`config.mk`:
```
export PLATFORM = sky130hd
export DESIGN_NAME = avr_cell
export DESIGN_NICKNAME = d
export VERILOG_FILES = /design/src/rtl/avr_pkg.sv /design/src/rtl/avr_cell.sv
export SDC_FILE = /design/constraint.sdc
export NUM_CORES = 1
export LEC_CHECK = 0
export BUFFER_PORTS_ARGS = -buffer_cell sky130_fd_sc_hd__buf_2
export CAP_MARGIN = 20
export CORE_UTILIZATION = 30
export CTS_CLUSTER_SIZE = 28
export DETAILED_ROUTE_END_ITERATION = 10
export GPL_TIMING_DRIVEN = 0
export MAX_ROUTING_LAYER = met4
export PLACE_DENSITY_LB_ADDON = 0.08
export SETUP_SLACK_MARGIN = 0.4
export SLEW_MARGIN = 20
export SYNTH_ARGS = -nofsm -noshare
export SYNTH_HDL_FRONTEND = slang
export SYNTH_SLANG_ARGS = --single-unit
```
`constraint.sdc`:
```
create_clock -name clk -period 8.3 [get_ports clk]
set_input_delay 0 -clock clk [delete_from_list [all_inputs] [get_ports clk]]
set_output_delay 0 -clock clk [all_outputs]
set_load 0.02 [all_outputs]
```
`src/rtl/avr_pkg.sv`:
```
// Shared widths, constants, pipeline word type and arctangent table for the vector rotator.
package avr_pkg;

  localparam int DATA_WIDTH    = 16;
  localparam int CORDIC_STAGES = 16;

  localparam int ANGLE_W = 16;
  localparam int AXIS_W  = 2;
  localparam int OUT_W   = DATA_WIDTH + 1;
  localparam int FRAC    = 16;
  localparam int GAIN_W  = 31;
  localparam int PROD_W  = DATA_WIDTH + GAIN_W;
  localparam int ROT_W   = DATA_WIDTH + 20;
  localparam int Z_W     = 34;
  localparam int IDX_W   = (CORDIC_STAGES > 1) ? $clog2(CORDIC_STAGES) : 1;

  localparam logic [AXIS_W-1:0] AXIS_X    = 2'd0;
  localparam logic [AXIS_W-1:0] AXIS_Y    = 2'd1;
  localparam logic [AXIS_W-1:0] AXIS_Z    = 2'd2;
  localparam logic [AXIS_W-1:0] AXIS_PASS = 2'd3;

  localparam logic signed [GAIN_W-1:0] GAIN_Q30    = 31'sd652032874;
  localparam logic signed [Z_W-1:0]    PI_Q30      = 34'sd3373259426;
  localparam logic signed [Z_W-1:0]    NEG_PI_Q30  = -34'sd3373259426;
  localparam logic signed [Z_W-1:0]    TWO_PI_Q30  = 34'sd6746518852;
  localparam logic signed [Z_W-1:0]    HALF_PI_Q30 = 34'sd1686629713;
  localparam logic signed [Z_W-1:0]    NEG_HALF_PI_Q30 = -34'sd1686629713;

  localparam int ATAN_HEAD_N = 11;
  localparam logic signed [Z_W-1:0] ATAN_HEAD [ATAN_HEAD_N] = '{
    34'sd843314857, 34'sd497837829, 34'sd263043837, 34'sd133525159, 34'sd67021687,
    34'sd33543516,  34'sd16775851,  34'sd8388437,   34'sd4194283,   34'sd2097149,
    34'sd1048576
  };

  // One word in flight through the rotator chain: the rotated pair, the
  // residual angle and the original vector for the unrotated outputs.
  typedef struct packed {
    logic signed [ROT_W-1:0]      a;
    logic signed [ROT_W-1:0]      b;
    logic signed [Z_W-1:0]        z;
    logic [AXIS_W-1:0]            axis;
    logic signed [DATA_WIDTH-1:0] px;
    logic signed [DATA_WIDTH-1:0] py;
    logic signed [DATA_WIDTH-1:0] pz;
  } stage_t;

  // round(atan(2^-i) * 2^30); exact powers of two past the head of the table
  function automatic logic signed [Z_W-1:0] atan_q30(input logic [IDX_W-1:0] i);
    logic signed [Z_W-1:0] r;
    r = '0;
    if (int'(i) < ATAN_HEAD_N) begin
      r = ATAN_HEAD[int'(i)];
    end else if (int'(i) <= 30) begin
      r = Z_W'(64'sd1 <<< (30 - int'(i)));
    end
    return r;
  endfunction

endpackage

```
`src/rtl/avr_cell.sv`:
```
// One CORDIC micro-rotation cell with its own word register.
module avr_cell (
  input  logic                       clk,
  input  logic                       rst,
  input  logic [avr_pkg::IDX_W-1:0]  idx,
  input  logic                       in_valid,
  output logic                       in_ready,
  input  avr_pkg::stage_t            in_data,
  output logic                       out_valid,
  input  logic                       out_ready,
  output avr_pkg::stage_t            out_data
);

  logic signed [avr_pkg::ROT_W-1:0] da, db;
  logic signed [avr_pkg::Z_W-1:0]   step;
  avr_pkg::stage_t                  nxt;

  always_comb begin
    nxt  = in_data;
    da   = in_data.b >>> idx;
    db   = in_data.a >>> idx;
    step = avr_pkg::atan_q30(idx);
    // rotate forward on a non-negative residual
    if (!in_data.z[avr_pkg::Z_W-1]) begin
      nxt.a = in_data.a - da;
      nxt.b = in_data.b + db;
      nxt.z = in_data.z - step;
    end else begin
      nxt.a = in_data.a + da;
      nxt.b = in_data.b - db;
      nxt.z = in_data.z + step;
    end
  end

  assign in_ready = !out_valid || out_ready;

  always_ff @(posedge clk) begin
    if (rst) begin
      out_valid <= 1'b0;
    end else if (in_ready) begin
      out_valid <= in_valid;
    end
  end

  always_ff @(posedge clk) begin
    if (in_valid && in_ready) begin
      out_data <= nxt;
    end
  end

endmodule

```
# Word-level counts from Yosys, hierarchy flattened
# Memories as Yosys holds them, arrays and structs flattened.
# Cells that the tools add are included.
[totals]
ff_bits = 157
rom_bits = 544
in_bits = 164
elab_cells = 29
mem_count = 1
[op_classes]
addsub = 7
n_lt_le_gt_ge = 2
n_shift = 3
muxes = 4
bitwise_logic = 1
n_reduce_logical = 3
[mem_list]
columns = ["name", "depth", "width", "rd", "rd_clocked_by_memory_dff", "write_ports", "line_no", "source"]
rows = [
  ["(no name shown)", 16, 34, 1, 0, 0, "avr_pkg.sv:53", "r = ATAN_HEAD[int'(i)];"],
]
[ops]
columns = ["cell", "count"]
rows = [
  ["$mux 106", 1],
  ["$mux 34", 3],
  ["$add 36x36->36", 2],
  ["$sshr 36x4->36", 2],
  ["$sub 36x36->36", 2],
  ["$add 34x34->34", 1],
  ["$sshl 2x32->34 const A", 1],
  ["$sub 34x34->34", 1],
  ["$ge 32x5->1 const B", 1],
  ["$not 4->32", 1],
  ["$sub 5x4->6 const A", 1],
  ["$lt 4x4->1 const B", 1],
  ["$logic_and 1x1->1", 1],
  ["$logic_not 1->1", 1],
  ["$logic_or 1x1->1", 1],
]

# Logic depth before layout (Yosys ltp)
[logic_depth]
ltp_word = 7
ltp_mapped = 34

# Worst setup path before layout
# No wires, ideal clock.
[synth_path]
path_kind = "in2reg"
from = "input idx[2] (netlist name)"
to = "register out_data[83] (netlist name) (data pin)"
t_arrival_ns = 6.162
t_required_ns = 8.039
setup_slack_ns = 1.877
path_stages = 28
path_cell_list = "buf_2 inv_2 buf_2 buf_2 buf_1 clkbuf_1 clkbuf_1 ha_1 nand2_1 nor2_1 a311oi_1 nand3_1 nor3_1 nor4b_2 and3_1 a21oi_1 xor2_1 ha_1 a21o_1 a221o_1 a311oi_1 a21oi_1 o21a_1 o21a_1 o21a_1 o41ai_1 o21ai_0 xnor2_1"
[synth_lines]
columns = ["item", "line_no", "source"]
rows = [
  ["start: declaration", "avr_cell.sv:5", "input logic [avr_pkg::IDX_W-1:0] idx,"],
  ["end signal: assignment", "avr_cell.sv:47", "out_data <= nxt;"],
  ["end: declaration", "avr_cell.sv:11", "output avr_pkg::stage_t out_data"],
]

==> metrics.md <==
| Metric | Value |
|---|---|
| Site row count | `86` |
| Design Area, Final | `20900 um2` |
| Worst slack, placed | `-1.23 ns` |
| CP Max Fanout | `10` |
| Ys Warns | `0` |
| CP Data Arrival Time | `7.73 ns` |
| Die width | `239 um` |
| Gpl congestion | `between 0.8 and 0.9` |
| Seq/Total Area, Yosys | `27.9%` |
| Max-slew violations | `0` |
| CTS sink cnt | `157` |
| Starting Density | `30.5%` |
| Hold depth | `3` |
| Worst path slowest cell | `clkbuf_1` |
| Top cell by count, worst path | `clkbuf_1` |
| Routed Antenna Nets | `0` |
| Worst Clk Skew | `0.0161 ns` |
| Max Cap Violations | `0` |
| Drt initial violations | `1117` |
| Critical path data required time | `roughly 8.5 ns` |
| Power consumption | `3.87 mW` |
| CP Class | `input port to flip-flop` |
| Die ar. | `57200 um2` |
| NumNets Final | `2434` |
| CP Capture Type | `flip-flop` |
| Static Leakage | `8.55 nW` |
| Hold Path End | `out_data[81]$_DFFE_PP_` |
| Top FF cell, synth | `edfxtp_1` |
| Max incr delay on CP | `0.70 ns` |
| Total CTS buffers | `17` |
| Core area | `55300 um2` |
| CP delay by family, top | `buffers and inverters` |
| Cell variety after synth | `90` |
| Post-synth EDFFs | `156` |
| Fmax | `between 0.1 and 0.15 GHz` |
| H-Tree Depth | `4` |
| Slew @ Worst Pin | `1.19 ns` |
| Crit path cell chain | `buf_2 -> clkbuf_1 -> buf_2 -> clkbuf_1 -> clkbuf_1 -> clkbuf_1 -> clkbuf_1 -> o21ai_0 -> a21oi_1 -> xor2_1 -> ha_1 -> o21a_1 -> o21a_1 -> a2111oi_0 -> o31ai_1 -> a31o_2 -> a41oi_1 -> o21ai_0 -> a21oi_1 -> o21ai_0 -> xnor2_1` |
| WL final | `67800 um` |
| Total track usage | `24.4%` |
| First-pass iteration count of the detailed router | `7` |
| First-pass GRT wire length | `100000 um` |
| Final worst path period need | `about 7.5 ns` |
| Bufs on Longest Clock Path | `2` |
| Number of placed I/O pins | `322` |
| Area growth, synth to finish | `23.7%` |
| Worst-Skew Late Latency | `0.51 ns` |
| Share of cells above drive strength 1 | `25.1%` |
| R2R Setup Slk | `6.74 ns` |
| RSZ-0062 raised after global routing | `no` |
| Number of global-route vias before repair | `15800` |
| GR Overflow Total | `0` |
| Routed length per instance | `23.2 um` |
| Port Buffer Count | `319` |
| Worst min path class | `input port to flip-flop` |
| Asr flop ratio synth | `0%` |
| WP buf/inv | `7` |
| Worst reg2reg path depth | `3` |
| Setup Buffers After CTS | `0` |
| Syn Inst Count | `1742` |
| Status | `finished, final reports clean` |
| HPWL after DPL | `52100 um` |
| Worst-path clk slew | `0.07 ns` |
| Routed via count | `16100` |
| Crit share post-route | `90.3%` |
| Average size of a mapped cell | `between 9 and 10 um2` |
| Largest net degree at the start of global routing | `54` |
| Worst Hold Launch | `in_data[81]` |
| CTS root buf | `clkbuf_16` |
| Yosys reg bits | `between 150 and 200` |
| Final Hold Viols | `0` |
| Mapped Nets | `2024` |
| Critical Path Source Type | `input port` |
| Worst reg2reg path endpoint | `out_data[155]$_DFFE_PP_` |
| CTS tree | `yes` |
| Fin Setup TNS | `0 ns` |
| Initial antenna violation count | `8` |
| IR drop worst, VDD | `around 0.17 mV` |
| Rel. slew slack | `a little over a fifth` |
| Mean number of vias per cell | `5.51` |
| Die height | `around 240 um` |
| Mapped cell area | `16900 um2` |
| Final Worst Setup Slack | `between 0.8 and 0.9 ns` |
| DP Area | `19500 um2` |
| # setup viols final | `0` |
| PD cells | `185 nW/um2` |
| Worst r2r src | `out_valid$_SDFFE_PP0N_` |
| Hold_ws | `between 0.04 and 0.05 ns` |
| Number of remaining DRC errors | `0` |
-- stage by stage --
| step | cells | util (%) |
|---|---|---|
| 2_1_floorplan | 1742 | - |
| 3_3_place_gp | 2809 | 35.1 |
| 3_5_place_dp | 2812 | 35.2 |
| 4_1_cts | 2913 | 37.7 |
| 5_1_grt | 2921 | 37.7 |
| 6_report | 2921 | 37.7 |
-- area by class of cell --
type,count,area (um2)
Clock buffer,17,425
Buffer,91,526
Clock inverter,15,211
Antenna cell,8,20.0
Fill cell,5729,34400
Timing Repair Buffer,391,2360
Sequential cell,157,4700
Inverter,50,188
Tap cell,748,936
Multi-Input combinational cell,1444,11500
-- report_power, final --
part | switching (mW) | total, mW | internal, mW
Clock | 0.444 | 0.860 | 0.415
Sequential | 0.0320 | 1.12 | 1.08
Combinational | 1.14 | 1.89 | 0.755
-- flip-flops by register name, indices dropped and copies added (netlist names) --
| register | count |
|---|---|
| out_data | 156 |
| out_valid | 1 |
-- cell usage in the layout, fill, tap and decap left out, drive strengths merged, types with 7 or more instances in the layout --
master / instances
o22ai: 8
edfxtp: 156
nor2b: 11
or2: 9
xnor2: 130
and4: 8
a41oi: 7
a21boi: 9
nand2: 158
o21bai: 16
a21oi: 178
o211ai: 8
nor3: 36
dlygate4sd3: 69
nand2b: 17
and3: 21
and2: 24
xor2: 61
a31o: 7
o21ai: 81
ha: 115
mux2i: 34
a311oi: 9
nand3: 48
buf: 364
a31oi: 38
clkbuf: 66
diode: 8
inv: 55
a211oi: 19
mux4: 97
o21a: 18
a21o: 46
nand4: 13
clkinv: 10
mux2: 20
nor2: 129
-- cell usage after synthesis, types with 8 or more instances --
library cell / n / area (um2)
ha_1: 115 / 1440
a211oi_1: 19 / 143
xnor2_1: 130 / 1140
a21oi_1: 177 / 886
nand3_1: 46 / 230
o21bai_1: 16 / 120
nand4_1: 13 / 81.3
xor2_1: 61 / 534
nor2_1: 129 / 484
edfxtp_1: 156 / 4680
o21ai_0: 78 / 390
nand2_1: 156 / 586
a31oi_1: 38 / 238
a311oi_1: 9 / 78.8
o211ai_1: 8 / 60.1
and2_1: 23 / 144
nor2b_1: 11 / 68.8
o21a_1: 18 / 135
inv_1: 46 / 173
mux2_2: 16 / 180
nor3_1: 32 / 160
clkbuf_1: 45 / 169
a21o_1: 46 / 345
buf_2: 22 / 110
mux4_2: 80 / 1800
and4_1: 8 / 70.1
mux4_1: 17 / 447
and3_1: 20 / 125
nand2b_1: 17 / 106
o22ai_1: 8 / 50.1
mux2i_1: 29 / 290
-- kinds of logic (layout without fill, tap and decap cells) --
kind of cell,after synthesis,count (layout),synth area share [%]
AOI/OAI and AO/OA,486,486,18.0
xor gates and xnor gates,191,191,9.91
adders and majority gates,118,118,8.88
buffers and inverters,141,564,4.12
DFF,157,157,27.9
muxes,151,151,16.9
other,0,8,0
and+or+nand+nor,498,498,14.3
-- worst min-delay path: stages --
cell and delay, ns:
buf_2 0.09, ha_1 0.20, xnor2_1 0.14
-- per-layer routing --
layer,track usage (%),up-vias,routed length [um]
met4,8.06,0,1700
li1,-,7480,-
met3,5.81,92,4720
met5,-,-,0
met2,37.9,652,31100
met1,31.0,7884,30300
-- worst max-delay path by stage --
| stage | from | endpoint | slack [ns] | cells past startpoint |
|---|---|---|---|---|
| finish | idx[2] | out_data[155]$_DFFE_PP_ | 0.81 | 21 |
| global route | idx[2] | out_data[83]$_DFFE_PP_ | 0.56 | 31 |
| CTS | idx[2] | out_data[83]$_DFFE_PP_ | 0.53 | 28 |
| detailed placement | idx[2] | out_data[83]$_DFFE_PP_ | -1.23 | 28 |
| global placement | idx[2] | out_data[83]$_DFFE_PP_ | -1.09 | 28 |
| floorplan | idx[2] | out_data[83]$_DFFE_PP_ | 1.88 | 28 |
-- what timing repair did --
item | CTS | global route
resized for setup | 8 | 9
setup endpoints to repair | 13 | 5
endpoints found under the hold margin | 67 | 0
hold buffers | 69 | 0
cloned | 0 | 0
(Power assumes the default switching activity.)
