## config.mk

```make
export PLATFORM = sky130hd
export DESIGN_NAME = avr_finish_flat
export DESIGN_NICKNAME = d
export VERILOG_FILES = /design/src/rtl/avr_pkg.sv /design/src/rtl/avr_out_if.sv /design/src/rtl/avr_finish.sv /design/src/flat_wrapper.sv
export SDC_FILE = /design/constraint.sdc
export NUM_CORES = 1
export LEC_CHECK = 0
export ABC_AREA = 1
export BUFFER_PORTS_ARGS = -buffer_cell sky130_fd_sc_hd__buf_2
export CAP_MARGIN = 10
export CELL_PAD_IN_SITES_DETAIL_PLACEMENT = 1
export CELL_PAD_IN_SITES_GLOBAL_PLACEMENT = 2
export CORE_UTILIZATION = 25
export DETAILED_ROUTE_END_ITERATION = 10
export GPL_ROUTABILITY_DRIVEN = 0
export HOLD_SLACK_MARGIN = 0.02
export MAX_ROUTING_LAYER = met4
export PLACE_DENSITY_LB_ADDON = 0.1
export SYNTH_ARGS = -nofsm -noshare
export SYNTH_HDL_FRONTEND = slang
export SYNTH_SLANG_ARGS = --single-unit
```

## constraint.sdc

```tcl
create_clock -name clk -period 10.45 [get_ports clk]
set_clock_uncertainty 0.1 [all_clocks]
set_input_delay 3.135 -clock clk [delete_from_list [all_inputs] [get_ports clk]]
set_output_delay 3.135 -clock clk [all_outputs]
set_load 0.05 [all_outputs]
```

## src/rtl/avr_pkg.sv

```systemverilog
// Shared widths, constants, pipeline word type and arctangent table for the vector rotator.
package avr_pkg;

  localparam int DATA_WIDTH    = 16;
  localparam int CORDIC_STAGES = 16;

  localparam int ANGLE_W = 16;
  localparam int AXIS_W  = 2;
  localparam int OUT_W   = DATA_WIDTH + 1;
  localparam int FRAC    = 16;
  localparam int GAIN_W  = 31;
  localparam int PROD_W  = DATA_WIDTH + GAIN_W;
  localparam int ROT_W   = DATA_WIDTH + 20;
  localparam int Z_W     = 34;
  localparam int IDX_W   = (CORDIC_STAGES > 1) ? $clog2(CORDIC_STAGES) : 1;

  localparam logic [AXIS_W-1:0] AXIS_X    = 2'd0;
  localparam logic [AXIS_W-1:0] AXIS_Y    = 2'd1;
  localparam logic [AXIS_W-1:0] AXIS_Z    = 2'd2;
  localparam logic [AXIS_W-1:0] AXIS_PASS = 2'd3;

  localparam logic signed [GAIN_W-1:0] GAIN_Q30    = 31'sd652032874;
  localparam logic signed [Z_W-1:0]    PI_Q30      = 34'sd3373259426;
  localparam logic signed [Z_W-1:0]    NEG_PI_Q30  = -34'sd3373259426;
  localparam logic signed [Z_W-1:0]    TWO_PI_Q30  = 34'sd6746518852;
  localparam logic signed [Z_W-1:0]    HALF_PI_Q30 = 34'sd1686629713;
  localparam logic signed [Z_W-1:0]    NEG_HALF_PI_Q30 = -34'sd1686629713;

  localparam int ATAN_HEAD_N = 11;
  localparam logic signed [Z_W-1:0] ATAN_HEAD [ATAN_HEAD_N] = '{
    34'sd843314857, 34'sd497837829, 34'sd263043837, 34'sd133525159, 34'sd67021687,
    34'sd33543516,  34'sd16775851,  34'sd8388437,   34'sd4194283,   34'sd2097149,
    34'sd1048576
  };

  // One word in flight through the rotator chain: the rotated pair, the
  // residual angle and the original vector for the unrotated outputs.
  typedef struct packed {
    logic signed [ROT_W-1:0]      a;
    logic signed [ROT_W-1:0]      b;
    logic signed [Z_W-1:0]        z;
    logic [AXIS_W-1:0]            axis;
    logic signed [DATA_WIDTH-1:0] px;
    logic signed [DATA_WIDTH-1:0] py;
    logic signed [DATA_WIDTH-1:0] pz;
  } stage_t;

  // round(atan(2^-i) * 2^30); exact powers of two past the head of the table
  function automatic logic signed [Z_W-1:0] atan_q30(input logic [IDX_W-1:0] i);
    logic signed [Z_W-1:0] r;
    r = '0;
    if (int'(i) < ATAN_HEAD_N) begin
      r = ATAN_HEAD[int'(i)];
    end else if (int'(i) <= 30) begin
      r = Z_W'(64'sd1 <<< (30 - int'(i)));
    end
    return r;
  endfunction

endpackage

```

## src/rtl/avr_out_if.sv

```systemverilog
// Output channel: rotated vector with valid/ready.
interface avr_out_if;
  logic                             valid;
  logic                             ready;
  logic signed [avr_pkg::OUT_W-1:0] out_x;
  logic signed [avr_pkg::OUT_W-1:0] out_y;
  logic signed [avr_pkg::OUT_W-1:0] out_z;

  modport source(output valid, out_x, out_y, out_z, input ready);
  modport sink(input valid, out_x, out_y, out_z, output ready);
endinterface

```

## src/rtl/avr_finish.sv

```systemverilog
// Output stage: round, saturate, map the pair back to x/y/z and hold the word.
module avr_finish (
  input  logic            clk,
  input  logic            rst,
  input  logic            in_valid,
  output logic            in_ready,
  input  avr_pkg::stage_t in_data,
  avr_out_if.source       vec_out
);

  localparam logic signed [avr_pkg::ROT_W-1:0] ROUND   = avr_pkg::ROT_W'(1) <<< (avr_pkg::FRAC - 1);
  localparam logic signed [avr_pkg::ROT_W-1:0] SAT_MAX =
    avr_pkg::ROT_W'((64'sd1 <<< (avr_pkg::OUT_W - 1)) - 64'sd1);
  localparam logic signed [avr_pkg::ROT_W-1:0] SAT_MIN = -SAT_MAX - avr_pkg::ROT_W'(1);

  function automatic logic signed [avr_pkg::OUT_W-1:0] round_sat(
    input logic signed [avr_pkg::ROT_W-1:0] v
  );
    logic signed [avr_pkg::ROT_W-1:0] r;
    r = (v + ROUND) >>> avr_pkg::FRAC;
    if (r > SAT_MAX) begin
      r = SAT_MAX;
    end else if (r < SAT_MIN) begin
      r = SAT_MIN;
    end
    return avr_pkg::OUT_W'(r);
  endfunction

  logic signed [avr_pkg::OUT_W-1:0] ra, rb, ox, oy, oz;
  logic signed [avr_pkg::OUT_W-1:0] ex, ey, ez;

  always_comb begin
    ra = round_sat(in_data.a);
    rb = round_sat(in_data.b);
    ex = avr_pkg::OUT_W'(in_data.px);
    ey = avr_pkg::OUT_W'(in_data.py);
    ez = avr_pkg::OUT_W'(in_data.pz);
    unique case (in_data.axis)
      avr_pkg::AXIS_X: begin
        ox = ex;
        oy = ra;
        oz = rb;
      end
      avr_pkg::AXIS_Y: begin
        ox = rb;
        oy = ey;
        oz = ra;
      end
      avr_pkg::AXIS_Z: begin
        ox = ra;
        oy = rb;
        oz = ez;
      end
      default: begin
        ox = ex;
        oy = ey;
        oz = ez;
      end
    endcase
  end

  assign in_ready = !vec_out.valid || vec_out.ready;

  always_ff @(posedge clk) begin
    if (rst) begin
      vec_out.valid <= 1'b0;
    end else if (in_ready) begin
      vec_out.valid <= in_valid;
    end
  end

  always_ff @(posedge clk) begin
    if (in_valid && in_ready) begin
      vec_out.out_x <= ox;
      vec_out.out_y <= oy;
      vec_out.out_z <= oz;
    end
  end

endmodule

```

## src/flat_wrapper.sv

```systemverilog
// flat-port wrapper written by rule: the top's interface ports become plain ports
module avr_finish_flat 
  (clk, rst, in_valid, in_ready, in_data, vec_out_valid, vec_out_out_x, vec_out_out_y, vec_out_out_z, vec_out_ready);
  avr_out_if vec_out_i ();
  input  logic clk;
  input  logic rst;
  input  logic in_valid;
  output logic in_ready;
  input  avr_pkg::stage_t in_data;
  output wire logic [$bits(vec_out_i.valid)-1:0] vec_out_valid;
  output wire logic [$bits(vec_out_i.out_x)-1:0] vec_out_out_x;
  output wire logic [$bits(vec_out_i.out_y)-1:0] vec_out_out_y;
  output wire logic [$bits(vec_out_i.out_z)-1:0] vec_out_out_z;
  input wire logic [$bits(vec_out_i.ready)-1:0] vec_out_ready;
  assign vec_out_valid = vec_out_i.valid;
  assign vec_out_out_x = vec_out_i.out_x;
  assign vec_out_out_y = vec_out_i.out_y;
  assign vec_out_out_z = vec_out_i.out_z;
  assign vec_out_i.ready = vec_out_ready;
  avr_finish u_core (.clk(clk), .rst(rst), .in_valid(in_valid), .in_ready(in_ready), .in_data(in_data), .vec_out(vec_out_i));
endmodule
```

* Yosys cells after proc, flatten, opt, wreduce, memory -nomap -nowiden
Index checks and enable logic that the tools add are counted.
Widths: inputs -> output; s select.
** Storage, ports and cells
- Register bits after elaboration :: 52
- Bits of input ports :: 160
- Output and inout bits :: 53
- Word-level logic and storage cells :: 23
** Cells by class
- Add/sub/neg operators :: 2
- Order comparisons :: 4
- Equality and inequality tests :: 2
- Mux-type cells :: 7
- Reduce and logical (&&, ||, !) cells :: 4
** Operator list (number)
- $pmux 17 s2 :: 3
- $add 36x17->36 const B :: 2
- $mux 17 :: 4
- $gt 20x17->1 const B :: 2
- $lt 20x17->1 const B :: 2
- $eq 2x1->1 const B :: 1
- $eq 2x2->1 const B :: 1
- $logic_not 2->1 :: 1
- $logic_and 1x1->1 :: 1
- $logic_not 1->1 :: 1
- $logic_or 1x1->1 :: 1

* Logic depth before layout (Yosys ltp)
- Depth in word-level cells :: 5
- Depth in mapped cells :: 16
- Depth with buffers taken out :: 15

* Worst setup path before layout
Ideal clock, no wire load.
- Path kind :: input to output
- From :: input port vec_out_ready
- To :: output port in_ready
- Data arrival time :: 3.514 ns
- Required time :: 7.215 ns
- Slack :: 3.701 ns
- Stages :: 2
- Path buffers :: 0
- Cell sequence :: inv_1 nand2_1
** On the way
- Cells in the longest elaborated chain, start to end :: 1
** Ends and longest elaborated chain
- from (decl) :: RTL line flat_wrapper.sv:14 : input wire logic [$bits(vec_out_i.ready)-1:0] vec_out_ready;
- $logic_or 1x1->1 :: RTL line avr_finish.sv:62 : assign in_ready = !vec_out.valid || vec_out.ready;
- to (decl) :: RTL line flat_wrapper.sv:8 : output logic in_ready;
No other way between the ends.

* Final worst setup path
Ends and elaborated chain as after synthesis.

==> impl_metrics.tcl <==
set metrics [dict create \
    endpoint_kind "primary output" \
    syn_nets 745 \
    cts.sinks 52 \
    syn_inst 580 \
    core-area_mm2 0.0160 \
    fp.dieH_um 131 \
    crit_top_cell "buf_2" \
    grt_setup_unrepaired "no" \
    drc 0 \
    h-tree-depth 2 \
    period_share 0.658 \
    antenna_found_initial 0 \
    yosys.area_share.xor_xnor 0.0654 \
    critical_path_arrival_ns 3.64 \
    vias 4175 \
    hold_start "u_core.vec_out.valid" \
    total_power_w 0.000638 \
    slowest_delay_ns 0.22 \
    synth_cell_types 31 \
    pwr-share-clk 0.262 \
    ios 213 \
    drv_slew 0 \
    dieArea_mm2 0.0170 \
    r2r-start "u_core.vec_out.valid" \
    ant_nets 0 \
    syn_to_final_growth_pct 25.4 \
    crit_chain "buf_2, inv_1, nand2_1, buf_2" \
    grt_max_degree 52 \
    syn_area_per_cell_um2 7.12 \
    num_rows 46 \
    dr.pass1.iters 4 \
    yosysWarnings 0 \
    worstPathRequired_ns 7.22 \
    p_int_w 0.000398 \
    numCtsBuffers 5 \
    synth_compound_area_frac 0.0179 \
    final.setup.worst_slack_ns 3.58 \
    power.leakage_nw 2.50 \
    cts_tree "done" \
    cts_buffer_depth 2 \
    path_class "input pin to primary output" \
    p_seq_frac 0.405 \
    synth_mux_area_frac 0 \
    post_cts_buffers 0 \
    status "complete, no violations" \
    synth_top_family_by_area "simple AND/OR/NAND/NOR gates" \
    p_sw_frac 0.376 \
    cts_hold_buf 0 \
    clock.fmax_ghz 0.145 \
    hold_viol_final 0 \
    critPathLaunch "vec_out_ready" \
    grt_pass1_wl_um 22100 \
    place_ws_ns 3.57 \
    hold_class "flop to flop" \
    grt.total_usage 0.176 \
    io_buffers 148 \
    synth.cell_area_mm2 0.00413 \
    dr.first_iter.drc_count 121 \
    tightest_slew_ns 0.723 \
    hpwl_um 11800 \
    vias_per_cell 4.46 \
    cts_root_buf "clkbuf_16" \
    synthAdderAreaFrac 0.0151 \
    final.setup.tns_ns 0 \
    slowest_stage "buf_2" \
    period_minus_slack_ns 6.87 \
    p_sw_w 0.000240 \
    ys_ff_latch 52 \
    die_w_um 131 \
    clk_pin_slew_ns 0.07 \
    crit_fanout 2 \
    floorplan.initialDensity 0.258 \
    grt_overflow 0 \
    cts_resized 0 \
    cp-start-kind "input pin" \
    p_comb_frac 0.333 \
    relSlewSlack 0.518 \
    antenna_cells 0 \
    drt_wl_total_um 14500 \
    yosys.area_share.simple 0.456 \
    hold_slack_ns 0.453 \
    ir_drop_mv 0.0580 \
    drive_above_1_share 0.304 \
    ys_seq_area_frac 0.376 \
    nets 884 \
    grt_pass1_vias 4261 \
    clk_latency_ns 0.29 \
    cap_violations 0 \
    setup_viol 0 \
    powerDensity_mw_per_mm2 123 \
    wl_per_cell_um 15.5 \
]
[synth_stat cells]
cell	instances	area, µm²
a21oi_1	2	10.0
buf_1	4	15.0
buf_12	1	20.0
buf_2	2	10.0
buf_4	3	22.5
buf_6	6	67.6
clkbuf_1	6	22.5
dfxtp_1	1	20.0
edfxtp_1	51	1530
ha_1	5	62.6
inv_1	33	124
inv_2	2	7.51
nand2_1	272	1020
nand2_2	32	200
nand2_4	5	56.3
nand3_1	59	295
nand3_2	3	30.0
nand3b_1	1	7.51
nand4_1	3	18.8
nor2_1	34	128
nor2_2	9	56.3
nor2_4	4	45.0
nor3_1	5	25.0
o211ai_1	2	15.0
o21ai_0	1	5.00
o21ai_1	1	5.00
o21ai_4	2	32.5
o22ai_1	1	6.26
xnor2_1	13	114
xor2_1	16	140
xor2_2	1	16.3
[cells in the final DEF, fill, tap and decap left out, types with 2 or more instances in the layout]
cell type and n:
edfxtp_1 51, buf_4 6, nor3_1 5, nand2_1 272, nand3_1 59, o211ai_1 2, nand4_1 3, nand2_2 32
ha_1 5, nor2_2 9, clkbuf_16 5, inv_1 33, xnor2_1 13, nand2_4 5, o21ai_4 2, buf_2 148
nand3_2 3, nor2_1 34, inv_2 2, nor2_4 4, xor2_1 16
[cells by family after synthesis]
kind of cell,Yosys count
and+or+nand+nor,427
buffers and inverters,57
DFF,52
xor gates and xnor gates,30
AOI/OAI and AO/OA,9
adders and majority gates,5
[power groups by stage]
stage | sequential (W) | combinational, W | clock [W]
floorplan | 0.000327 | 0.0000854 | 0
global placement | 0.000263 | 0.000213 | 0
detailed placement | 0.000264 | 0.000216 | 0
CTS | 0.000259 | 0.000216 | 0.000170
global route | 0.000260 | 0.000232 | 0.000177
finish | 0.000259 | 0.000213 | 0.000167
[cell type report]
cell class	instances	area, µm²
fillers	2090	10800
well taps	216	270
flip-flops and latches	52	1550
multi-input cells	471	2300
inverters	35	131
repair buffers	154	786
clock buffers	6	129
clock inverters	2	11.3
[registers in the layout, indices dropped and copies added (netlist names)]
signal                cells
u_core.vec_out.out_z     17
u_core.vec_out.valid      1
u_core.vec_out.out_x     17
u_core.vec_out.out_y     17
[layer usage]
layer	wire [µm]	GRT usage
met3	600	0.0171
met5	0	-
met2	7280	0.312
met4	150	0.0318
met1	6480	0.219
[through the flow]
step / cells / area, µm² / util
5_1_grt: 936 / 5180 / 0.324
3_5_place_dp: 928 / 5040 / 0.315
2_1_floorplan: 580 / 4130 / -
3_3_place_gp: 928 / 5040 / 0.315
4_1_cts: 936 / 5180 / 0.324
6_report: 936 / 5180 / 0.324
[path summary, 6_finish.rpt]
check	to	slack, ns	depth (start not counted)
hold / removal	u_core.vec_out.valid	0.45	2
setup / recovery	in_ready	3.58	4
setup reg to reg	u_core.vec_out.out_z[3]	8.88	2
hold reg to reg	u_core.vec_out.valid	0.45	2
[critical path: cells and delay by family]
kind                   cells  cell delay (ns)
buffers and inverters      3             0.42
AND/OR/NAND/NOR            1             0.08
No activity file was read; power rests on OpenSTA's default activity.
