### config.mk
export PLATFORM = sky130hd
export DESIGN_NAME = avr_prep_flat
export DESIGN_NICKNAME = d
export VERILOG_FILES = /design/src/rtl/avr_pkg.sv /design/src/rtl/avr_in_if.sv /design/src/rtl/avr_prep.sv /design/src/flat_wrapper.sv
export SDC_FILE = /design/constraint.sdc
export NUM_CORES = 1
export LEC_CHECK = 0
export BUFFER_PORTS_ARGS = -buffer_cell sky130_fd_sc_hd__buf_2
export CAP_MARGIN = 20
export CELL_PAD_IN_SITES_DETAIL_PLACEMENT = 0
export CELL_PAD_IN_SITES_GLOBAL_PLACEMENT = 1
export CORE_MARGIN = 2
export CORE_UTILIZATION = 35
export DETAILED_ROUTE_END_ITERATION = 16
export HOLD_SLACK_MARGIN = 0.06
export PLACE_DENSITY = 0.64
export RECOVER_POWER = 50
export SLEW_MARGIN = 20
export SYNTH_ARGS = -nofsm -noshare
export SYNTH_HDL_FRONTEND = slang
export SYNTH_SLANG_ARGS = --single-unit
### constraint.sdc
create_clock -name clk -period 12 [get_ports clk]
set_clock_uncertainty 0.1 [all_clocks]
set_input_delay 1.8 -clock clk [delete_from_list [all_inputs] [get_ports clk]]
set_output_delay 1.8 -clock clk [all_outputs]
set_load 0.01 [all_outputs]
### src/rtl/avr_pkg.sv
// Shared widths, constants, pipeline word type and arctangent table for the vector rotator.
package avr_pkg;

  localparam int DATA_WIDTH    = 16;
  localparam int CORDIC_STAGES = 16;

  localparam int ANGLE_W = 16;
  localparam int AXIS_W  = 2;
  localparam int OUT_W   = DATA_WIDTH + 1;
  localparam int FRAC    = 16;
  localparam int GAIN_W  = 31;
  localparam int PROD_W  = DATA_WIDTH + GAIN_W;
  localparam int ROT_W   = DATA_WIDTH + 20;
  localparam int Z_W     = 34;
  localparam int IDX_W   = (CORDIC_STAGES > 1) ? $clog2(CORDIC_STAGES) : 1;

  localparam logic [AXIS_W-1:0] AXIS_X    = 2'd0;
  localparam logic [AXIS_W-1:0] AXIS_Y    = 2'd1;
  localparam logic [AXIS_W-1:0] AXIS_Z    = 2'd2;
  localparam logic [AXIS_W-1:0] AXIS_PASS = 2'd3;

  localparam logic signed [GAIN_W-1:0] GAIN_Q30    = 31'sd652032874;
  localparam logic signed [Z_W-1:0]    PI_Q30      = 34'sd3373259426;
  localparam logic signed [Z_W-1:0]    NEG_PI_Q30  = -34'sd3373259426;
  localparam logic signed [Z_W-1:0]    TWO_PI_Q30  = 34'sd6746518852;
  localparam logic signed [Z_W-1:0]    HALF_PI_Q30 = 34'sd1686629713;
  localparam logic signed [Z_W-1:0]    NEG_HALF_PI_Q30 = -34'sd1686629713;

  localparam int ATAN_HEAD_N = 11;
  localparam logic signed [Z_W-1:0] ATAN_HEAD [ATAN_HEAD_N] = '{
    34'sd843314857, 34'sd497837829, 34'sd263043837, 34'sd133525159, 34'sd67021687,
    34'sd33543516,  34'sd16775851,  34'sd8388437,   34'sd4194283,   34'sd2097149,
    34'sd1048576
  };

  // One word in flight through the rotator chain: the rotated pair, the
  // residual angle and the original vector for the unrotated outputs.
  typedef struct packed {
    logic signed [ROT_W-1:0]      a;
    logic signed [ROT_W-1:0]      b;
    logic signed [Z_W-1:0]        z;
    logic [AXIS_W-1:0]            axis;
    logic signed [DATA_WIDTH-1:0] px;
    logic signed [DATA_WIDTH-1:0] py;
    logic signed [DATA_WIDTH-1:0] pz;
  } stage_t;

  // round(atan(2^-i) * 2^30); exact powers of two past the head of the table
  function automatic logic signed [Z_W-1:0] atan_q30(input logic [IDX_W-1:0] i);
    logic signed [Z_W-1:0] r;
    r = '0;
    if (int'(i) < ATAN_HEAD_N) begin
      r = ATAN_HEAD[int'(i)];
    end else if (int'(i) <= 30) begin
      r = Z_W'(64'sd1 <<< (30 - int'(i)));
    end
    return r;
  endfunction

endpackage

### src/rtl/avr_in_if.sv
// Input channel: angle, axis code and vector with valid/ready.
interface avr_in_if;
  logic                                   valid;
  logic                                   ready;
  logic signed [avr_pkg::ANGLE_W-1:0]     angle;
  logic [avr_pkg::AXIS_W-1:0]             axis;
  logic signed [avr_pkg::DATA_WIDTH-1:0]  in_x;
  logic signed [avr_pkg::DATA_WIDTH-1:0]  in_y;
  logic signed [avr_pkg::DATA_WIDTH-1:0]  in_z;

  modport source(output valid, angle, axis, in_x, in_y, in_z, input ready);
  modport sink(input valid, angle, axis, in_x, in_y, in_z, output ready);
endinterface

### src/rtl/avr_prep.sv
// Front end: gain multiply and angle wrap, then quarter-turn and pipeline word setup.
module avr_prep (
  input  logic            clk,
  input  logic            rst,
  avr_in_if.sink          vec_in,
  output logic            out_valid,
  input  logic            out_ready,
  output avr_pkg::stage_t out_data
);

  typedef struct packed {
    logic signed [avr_pkg::PROD_W-1:0]     prod_a;
    logic signed [avr_pkg::PROD_W-1:0]     prod_b;
    logic signed [avr_pkg::Z_W-1:0]        z;
    logic [avr_pkg::AXIS_W-1:0]            axis;
    logic signed [avr_pkg::DATA_WIDTH-1:0] px;
    logic signed [avr_pkg::DATA_WIDTH-1:0] py;
    logic signed [avr_pkg::DATA_WIDTH-1:0] pz;
  } prod_t;

  prod_t s1, s1_next;
  logic  s1_valid;
  logic  s1_ready;

  logic signed [avr_pkg::DATA_WIDTH-1:0] sel_a, sel_b;
  logic signed [avr_pkg::Z_W-1:0]        z0;
  logic signed [avr_pkg::ROT_W-1:0]      ga, gb;
  avr_pkg::stage_t                       s2_next;

  always_comb begin
    unique case (vec_in.axis)
      avr_pkg::AXIS_X: begin
        sel_a = vec_in.in_y;
        sel_b = vec_in.in_z;
      end
      avr_pkg::AXIS_Y: begin
        sel_a = vec_in.in_z;
        sel_b = vec_in.in_x;
      end
      default: begin
        sel_a = vec_in.in_x;
        sel_b = vec_in.in_y;
      end
    endcase
    s1_next.prod_a = avr_pkg::PROD_W'(sel_a) * avr_pkg::PROD_W'(avr_pkg::GAIN_Q30);
    s1_next.prod_b = avr_pkg::PROD_W'(sel_b) * avr_pkg::PROD_W'(avr_pkg::GAIN_Q30);
    // Q3.13 to Q.30, then fold into -pi..pi once
    z0 = avr_pkg::Z_W'(vec_in.angle) <<< 17;
    if (z0 > avr_pkg::PI_Q30) begin
      s1_next.z = z0 - avr_pkg::TWO_PI_Q30;
    end else if (z0 < avr_pkg::NEG_PI_Q30) begin
      s1_next.z = z0 + avr_pkg::TWO_PI_Q30;
    end else begin
      s1_next.z = z0;
    end
    s1_next.axis = vec_in.axis;
    s1_next.px   = vec_in.in_x;
    s1_next.py   = vec_in.in_y;
    s1_next.pz   = vec_in.in_z;
  end

  assign vec_in.ready = !s1_valid || s1_ready;

  always_ff @(posedge clk) begin
    if (rst) begin
      s1_valid <= 1'b0;
    end else if (vec_in.ready) begin
      s1_valid <= vec_in.valid;
    end
  end

  always_ff @(posedge clk) begin
    if (vec_in.valid && vec_in.ready) begin
      s1 <= s1_next;
    end
  end

  always_comb begin
    ga = avr_pkg::ROT_W'(s1.prod_a >>> (30 - avr_pkg::FRAC));
    gb = avr_pkg::ROT_W'(s1.prod_b >>> (30 - avr_pkg::FRAC));
    s2_next      = '0;
    s2_next.axis = s1.axis;
    s2_next.px   = s1.px;
    s2_next.py   = s1.py;
    s2_next.pz   = s1.pz;
    // Exact quarter turn when the angle is beyond +/-pi/2
    if (s1.z > avr_pkg::HALF_PI_Q30) begin
      s2_next.a = -gb;
      s2_next.b = ga;
      s2_next.z = s1.z - avr_pkg::HALF_PI_Q30;
    end else if (s1.z < avr_pkg::NEG_HALF_PI_Q30) begin
      s2_next.a = gb;
      s2_next.b = -ga;
      s2_next.z = s1.z + avr_pkg::HALF_PI_Q30;
    end else begin
      s2_next.a = ga;
      s2_next.b = gb;
      s2_next.z = s1.z;
    end
  end

  assign s1_ready = !out_valid || out_ready;

  always_ff @(posedge clk) begin
    if (rst) begin
      out_valid <= 1'b0;
    end else if (s1_ready) begin
      out_valid <= s1_valid;
    end
  end

  always_ff @(posedge clk) begin
    if (s1_valid && s1_ready) begin
      out_data <= s2_next;
    end
  end

endmodule

### src/flat_wrapper.sv
// flat-port wrapper written by rule: the top's interface ports become plain ports
module avr_prep_flat 
  (clk, rst, out_valid, out_ready, out_data, vec_in_valid, vec_in_angle, vec_in_axis, vec_in_in_x, vec_in_in_y, vec_in_in_z, vec_in_ready);
  avr_in_if vec_in_i ();
  input  logic clk;
  input  logic rst;
  output logic out_valid;
  input  logic out_ready;
  output avr_pkg::stage_t out_data;
  input wire logic [$bits(vec_in_i.valid)-1:0] vec_in_valid;
  input wire logic [$bits(vec_in_i.angle)-1:0] vec_in_angle;
  input wire logic [$bits(vec_in_i.axis)-1:0] vec_in_axis;
  input wire logic [$bits(vec_in_i.in_x)-1:0] vec_in_in_x;
  input wire logic [$bits(vec_in_i.in_y)-1:0] vec_in_in_y;
  input wire logic [$bits(vec_in_i.in_z)-1:0] vec_in_in_z;
  output wire logic [$bits(vec_in_i.ready)-1:0] vec_in_ready;
  assign vec_in_i.valid = vec_in_valid;
  assign vec_in_i.angle = vec_in_angle;
  assign vec_in_i.axis = vec_in_axis;
  assign vec_in_i.in_x = vec_in_in_x;
  assign vec_in_i.in_y = vec_in_in_y;
  assign vec_in_i.in_z = vec_in_in_z;
  assign vec_in_ready = vec_in_i.ready;
  avr_prep u_core (.clk(clk), .rst(rst), .vec_in(vec_in_i), .out_valid(out_valid), .out_ready(out_ready), .out_data(out_data));
endmodule
# Word level (Yosys, flattened, before mapping)
# Cells that the tools add are included.
# word_totals
regBits,334
in_bits,70
output_inout_bits,158
elab_cells,42
# op_classes
add_sub_neg,6
mul,2
order_cmp,4
n_eq_ne,1
n_mux,6
reduce_logical,7
# ops
cell,n
106-bit two-way mux,2
"16-bit by 30-bit multiplier with 46-bit output, second input constant",2
33-bit negation with 36-bit output,2
34-bit two-way mux,2
16-bit one-hot mux with 2 select lines,2
"33-bit by 34-bit adder with 34-bit output, second input constant",1
"34-bit by 32-bit adder with 34-bit output, second input constant",1
"34-bit by 32-bit > comparator with 1-bit output, second input constant",1
"34-bit by 32-bit < comparator with 1-bit output, second input constant",1
"33-bit by 34-bit subtractor with 34-bit output, second input constant",1
"34-bit by 32-bit subtractor with 34-bit output, second input constant",1
"33-bit > comparator, second input constant",1
"33-bit < comparator, second input constant",1
"2-bit by 1-bit equality test with 1-bit output, second input constant",1
1-bit logical AND,2
1-bit logical NOT,2
2-bit logical NOT,1
1-bit logical OR,2

# Depth between registers and ports, before layout
# logic_depth
word_depth,4
depth_mapped,28
depth_no_buf,24

# Worst setup path after synthesis
# OpenSTA, ideal clock, no wires.
# synth_path
path_kind,input -> register
startpoint,input port vec_in_axis[0]
endpoint,"register u_core.s1 (netlist bit u_core.gb[32]), data pin"
setup_time_ps,266
arrival_ps,9358
t_required_ps,11634
slack_ps,2276
stages,26
n_path_buf,3
path_cell_list,clkbuf_1 clkbuf_1 buf_1 mux2i_1 o21ai_0 inv_1 fa_1 ha_1 inv_1 fa_1 inv_1 fa_1 fa_1 inv_1 fa_1 inv_1 ha_1 a21oi_1 o211ai_1 a21oi_1 a31oi_1 a41o_1 a41oi_1 o2111ai_1 a21oi_1 xnor2_1
# synth_rtl
item,line,source
start: declaration,flat_wrapper.sv:12,input wire logic [$bits(vec_in_i.axis)-1:0] vec_in_axis;
end signal: assignment,avr_prep.sv:74,s1 <= s1_next;
end: declaration,avr_prep.sv:21,"prod_t s1, s1_next;"

==> metrics list <==
- Initial Utilization: 0.355
- Mux share of post-synthesis cell area: 0.0116
* Violated checks: max-capacitance violations, max-slew violations
- Yosys reg bits: 290
- Post-detailed-placement cell area: 31100 sq um
* Maximum root-to-sink buffer count: 3
- Entering global routing, the biggest net connects 81 pins.
- Post-synthesis adder-cell area fraction: 0.395
* GRT Overall Usage: 0.200
- For the pin with the worst max-slew slack, the measured transition is 4.18 ns.
* Placer Congestion: 0.979
* Mapped cell area: 28700 sq um
- By startpoint and endpoint, the worst setup path is classified as input pin to flip-flop.
* Maximum achievable frequency: 105 MHz
* Setup slack at placement: 2.13 ns
- Start point of the worst hold path: u_core.s1[13]
- The routed design has 85.2 mm of wire.
* Global-route wire length before repair: 130 mm
* Count of placed standard cells including taps: 3884
- Clock buffers created by TritonCTS: 31
- Post-cts resize count: 0
- Setup-failing EPs final: 0
* Combinational family with the most area after synthesis: adder cells
- HP Class: flip-flop to flip-flop
- Once the clock tree was built, the setup fixing pass inserted 0 buffers.
- Avg Cell Area, Syn: 10.9 sq um
* Hold buffers post-CTS: 0
- Filler Cell Count: 7899
- Net count of the finished layout: 3618
- Sum of negative setup slack: 0 ns
- Remaining antenna violation count after routing: 0
- Unique masters post-synth: 75
- After detailed routing, the number of vias per cell comes to 5.04.
* Port Buffer Count: 227
- Share of synthesized registers carrying an async set or reset: 0
- Worst path required time: 12.24 ns
* HPWL after detailed placement: 71.1 mm
* Setup repair after global routing missed its margin: no
- DRC violation count after routing: 0
- The hold violation total from the final report was 0.
* Area share of xor/xnor cells in the synthesized design: 0.0269
- Die outline width: 290 um
- Setup slack closes at 2.44 ns.
- Maximum fanout encountered on the critical timing path: 43
- The area fraction in compound gates after synthesis is 0.103.
- The initialized floorplan defines 104 standard-cell rows.
- Deepest level of the CTS H-tree: 1
* Crit start category: input pin
- Start of the worst register-to-register path: u_core.out_valid
- Die area: 84200 sq um
* Final global-route overflow total: 0
* Cells after synthesis: 2635
* Area of the core: 80800 sq um
- Arrival time of data at the critical path endpoint: 9.80 ns
- Number of DRC markers in iteration 0: 1170
* Number of global-route vias before repair: 20700
- The finished layout holds 3943 standard cells, fillers aside.
- Compared with the post-synthesis result, the final layout area differs by 11.3%.
* Clock-pin slew reported for the worst setup and hold paths after clock tree synthesis: 0.07 ns
- Of the available clock period, the critical path in the final layout requires 0.797.
- Syn Nets: 3395
- Main flop type after synthesis: edfxtp_1
- Start point of the critical path: vec_in_axis[1]
- TritonCTS built the clock tree.
* Pins Over Slew Limit: 273
- Detail-routed net length per standard cell: 21.6 um
- Layout Cell Area excl Fill: 31900 sq um
- Pin placement for this block handled 228 I/O pins.
- Run status: finished with violations
* Clock tree sinks: 290
* Clock Root Buffer: clkbuf_16
* Final min period: 9.56 ns
- Post-synthesis sequential area ratio: 0.303
- The later pin in the worst-skew pair is clocked with a latency of 0.61 ns.
* Number of warnings issued by yosys: 0
- First drt pass iteration count: 7
- The die is 290 um tall.
* Category of the worst setup path capture point: flip-flop
- Slew Limit Headroom: -1.79
- Fraction of final layout cells sized beyond drive strength 1: 0.0520
* # Max-Cap Violations: 5
- Basic-gate share of the synthesized area counting and, or, nand and nor cells: 0.0762
- The routed layout has 19900 vias.
- Count of flip-flops with a built-in enable after synthesis: 288
- The initial antenna violation count came to 0.
==> state kept, by name, indices dropped and copies added, names as in the netlist <==
register and cells:
u_core.out_data 152, u_core.s1 70, u_core.ga 33, u_core.gb 33, u_core.out_valid 1, u_core.s1_valid 1
==> cell usage after synthesis, types with 42 or more instances <==
master	number	area, sq um
inv_1	566	2120
nor3_1	47	235
edfxtp_1	288	8650
a21oi_1	91	455
fa_1	358	7170
ha_1	332	4150
clkbuf_1	55	206
nand2_1	161	604
xnor2_1	50	438
o21ai_0	119	596
nor2_1	89	334
a21o_1	42	315
==> final cells by class <==
class	instances	area, sq um	area share
antenna	1	2.50	0.0000784
clock buffer	34	787	0.0247
clock inverter	23	219	0.00686
inverter	567	2130	0.0667
multi-input combinational	1706	17600	0.551
sequential	290	8690	0.272
tap	1060	1330	0.0416
timing repair buffer	262	1170	0.0367
==> worst max-delay path, stage by stage <==
cell,delay [ns]
clkbuf_1,1.14
buf_4,0.41
o21ai_0,0.30
ha_1,0.60
inv_1,0.11
fa_1,0.65
inv_1,0.10
fa_1,0.51
inv_1,0.05
fa_1,0.52
inv_1,0.07
fa_1,0.50
fa_1,0.49
ha_1,0.39
a41oi_1,0.24
o21ai_0,0.15
a2bb2oi_1,0.28
a31oi_1,0.25
a41o_1,0.30
a41oi_1,0.38
o2111ai_1,0.24
a21oi_1,0.22
xnor2_1,0.08
==> through the flow <==
step	hold WS [ns]	utilization
5_1_grt	0.321	0.395
3_3_place_gp	0.302	0.385
4_1_cts	0.316	0.398
2_1_floorplan	0.300	-
3_5_place_dp	0.305	0.385
6_report	0.314	0.395
==> cells in the final DEF, fill, tap and decap left out, types with 16 or more instances in the layout <==
| cell | synthesis | layout |
|---|---|---|
| o31ai_1 | 20 | 20 |
| nand2_1 | 161 | 160 |
| buf_2 | 1 | 38 |
| ha_1 | 332 | 332 |
| clkbuf_1 | 55 | 195 |
| nand3_1 | 21 | 21 |
| mux2i_1 | 31 | 31 |
| nor3_1 | 47 | 47 |
| inv_1 | 566 | 565 |
| a221o_1 | 21 | 21 |
| fa_1 | 358 | 358 |
| clkbuf_16 | 0 | 31 |
| a21oi_1 | 91 | 91 |
| a21o_1 | 42 | 42 |
| buf_4 | 5 | 31 |
| a22oi_1 | 20 | 20 |
| o21ai_0 | 119 | 111 |
| a31oi_1 | 17 | 16 |
| nand4_1 | 17 | 17 |
| xnor2_1 | 50 | 50 |
| or3_1 | 17 | 17 |
| xor2_1 | 38 | 38 |
| edfxtp_1 | 288 | 288 |
| nor2_1 | 89 | 88 |
==> path summary, 6_finish.rpt <==
kind / endpoint / slack [ns] / depth (start not counted)
setup reg to reg: u_core.s1[17] / 6.28 / 5
hold reg to reg: u_core.out_data[13] / 0.31 / 0
setup / recovery: u_core.gb[32] / 2.44 / 23
hold / removal: u_core.out_data[13] / 0.31 / 0
==> cells by family (layout without fill, tap and decap cells) <==
family          after synthesis  in the layout
fa+ha+maj                   690            690
buf+inv                     639            886
compound gates              448            448
simple gates                447            447
flops                       290            290
xor+xnor                     88             88
mux                          33             33
other cells                   0              1
==> metal layers <==
metal  vias up  wire length (um)  GRT usage
li1       9312                 -          -
met1      9851             40900      0.290
met2       626             37800      0.317
met3        87              4830     0.0336
met4         0              1710     0.0376
met5         -                 0          0
Power is left out: the tool's default activity adds up to more than one toggle a clock period on the data nets, which glitch-free logic cannot reach.
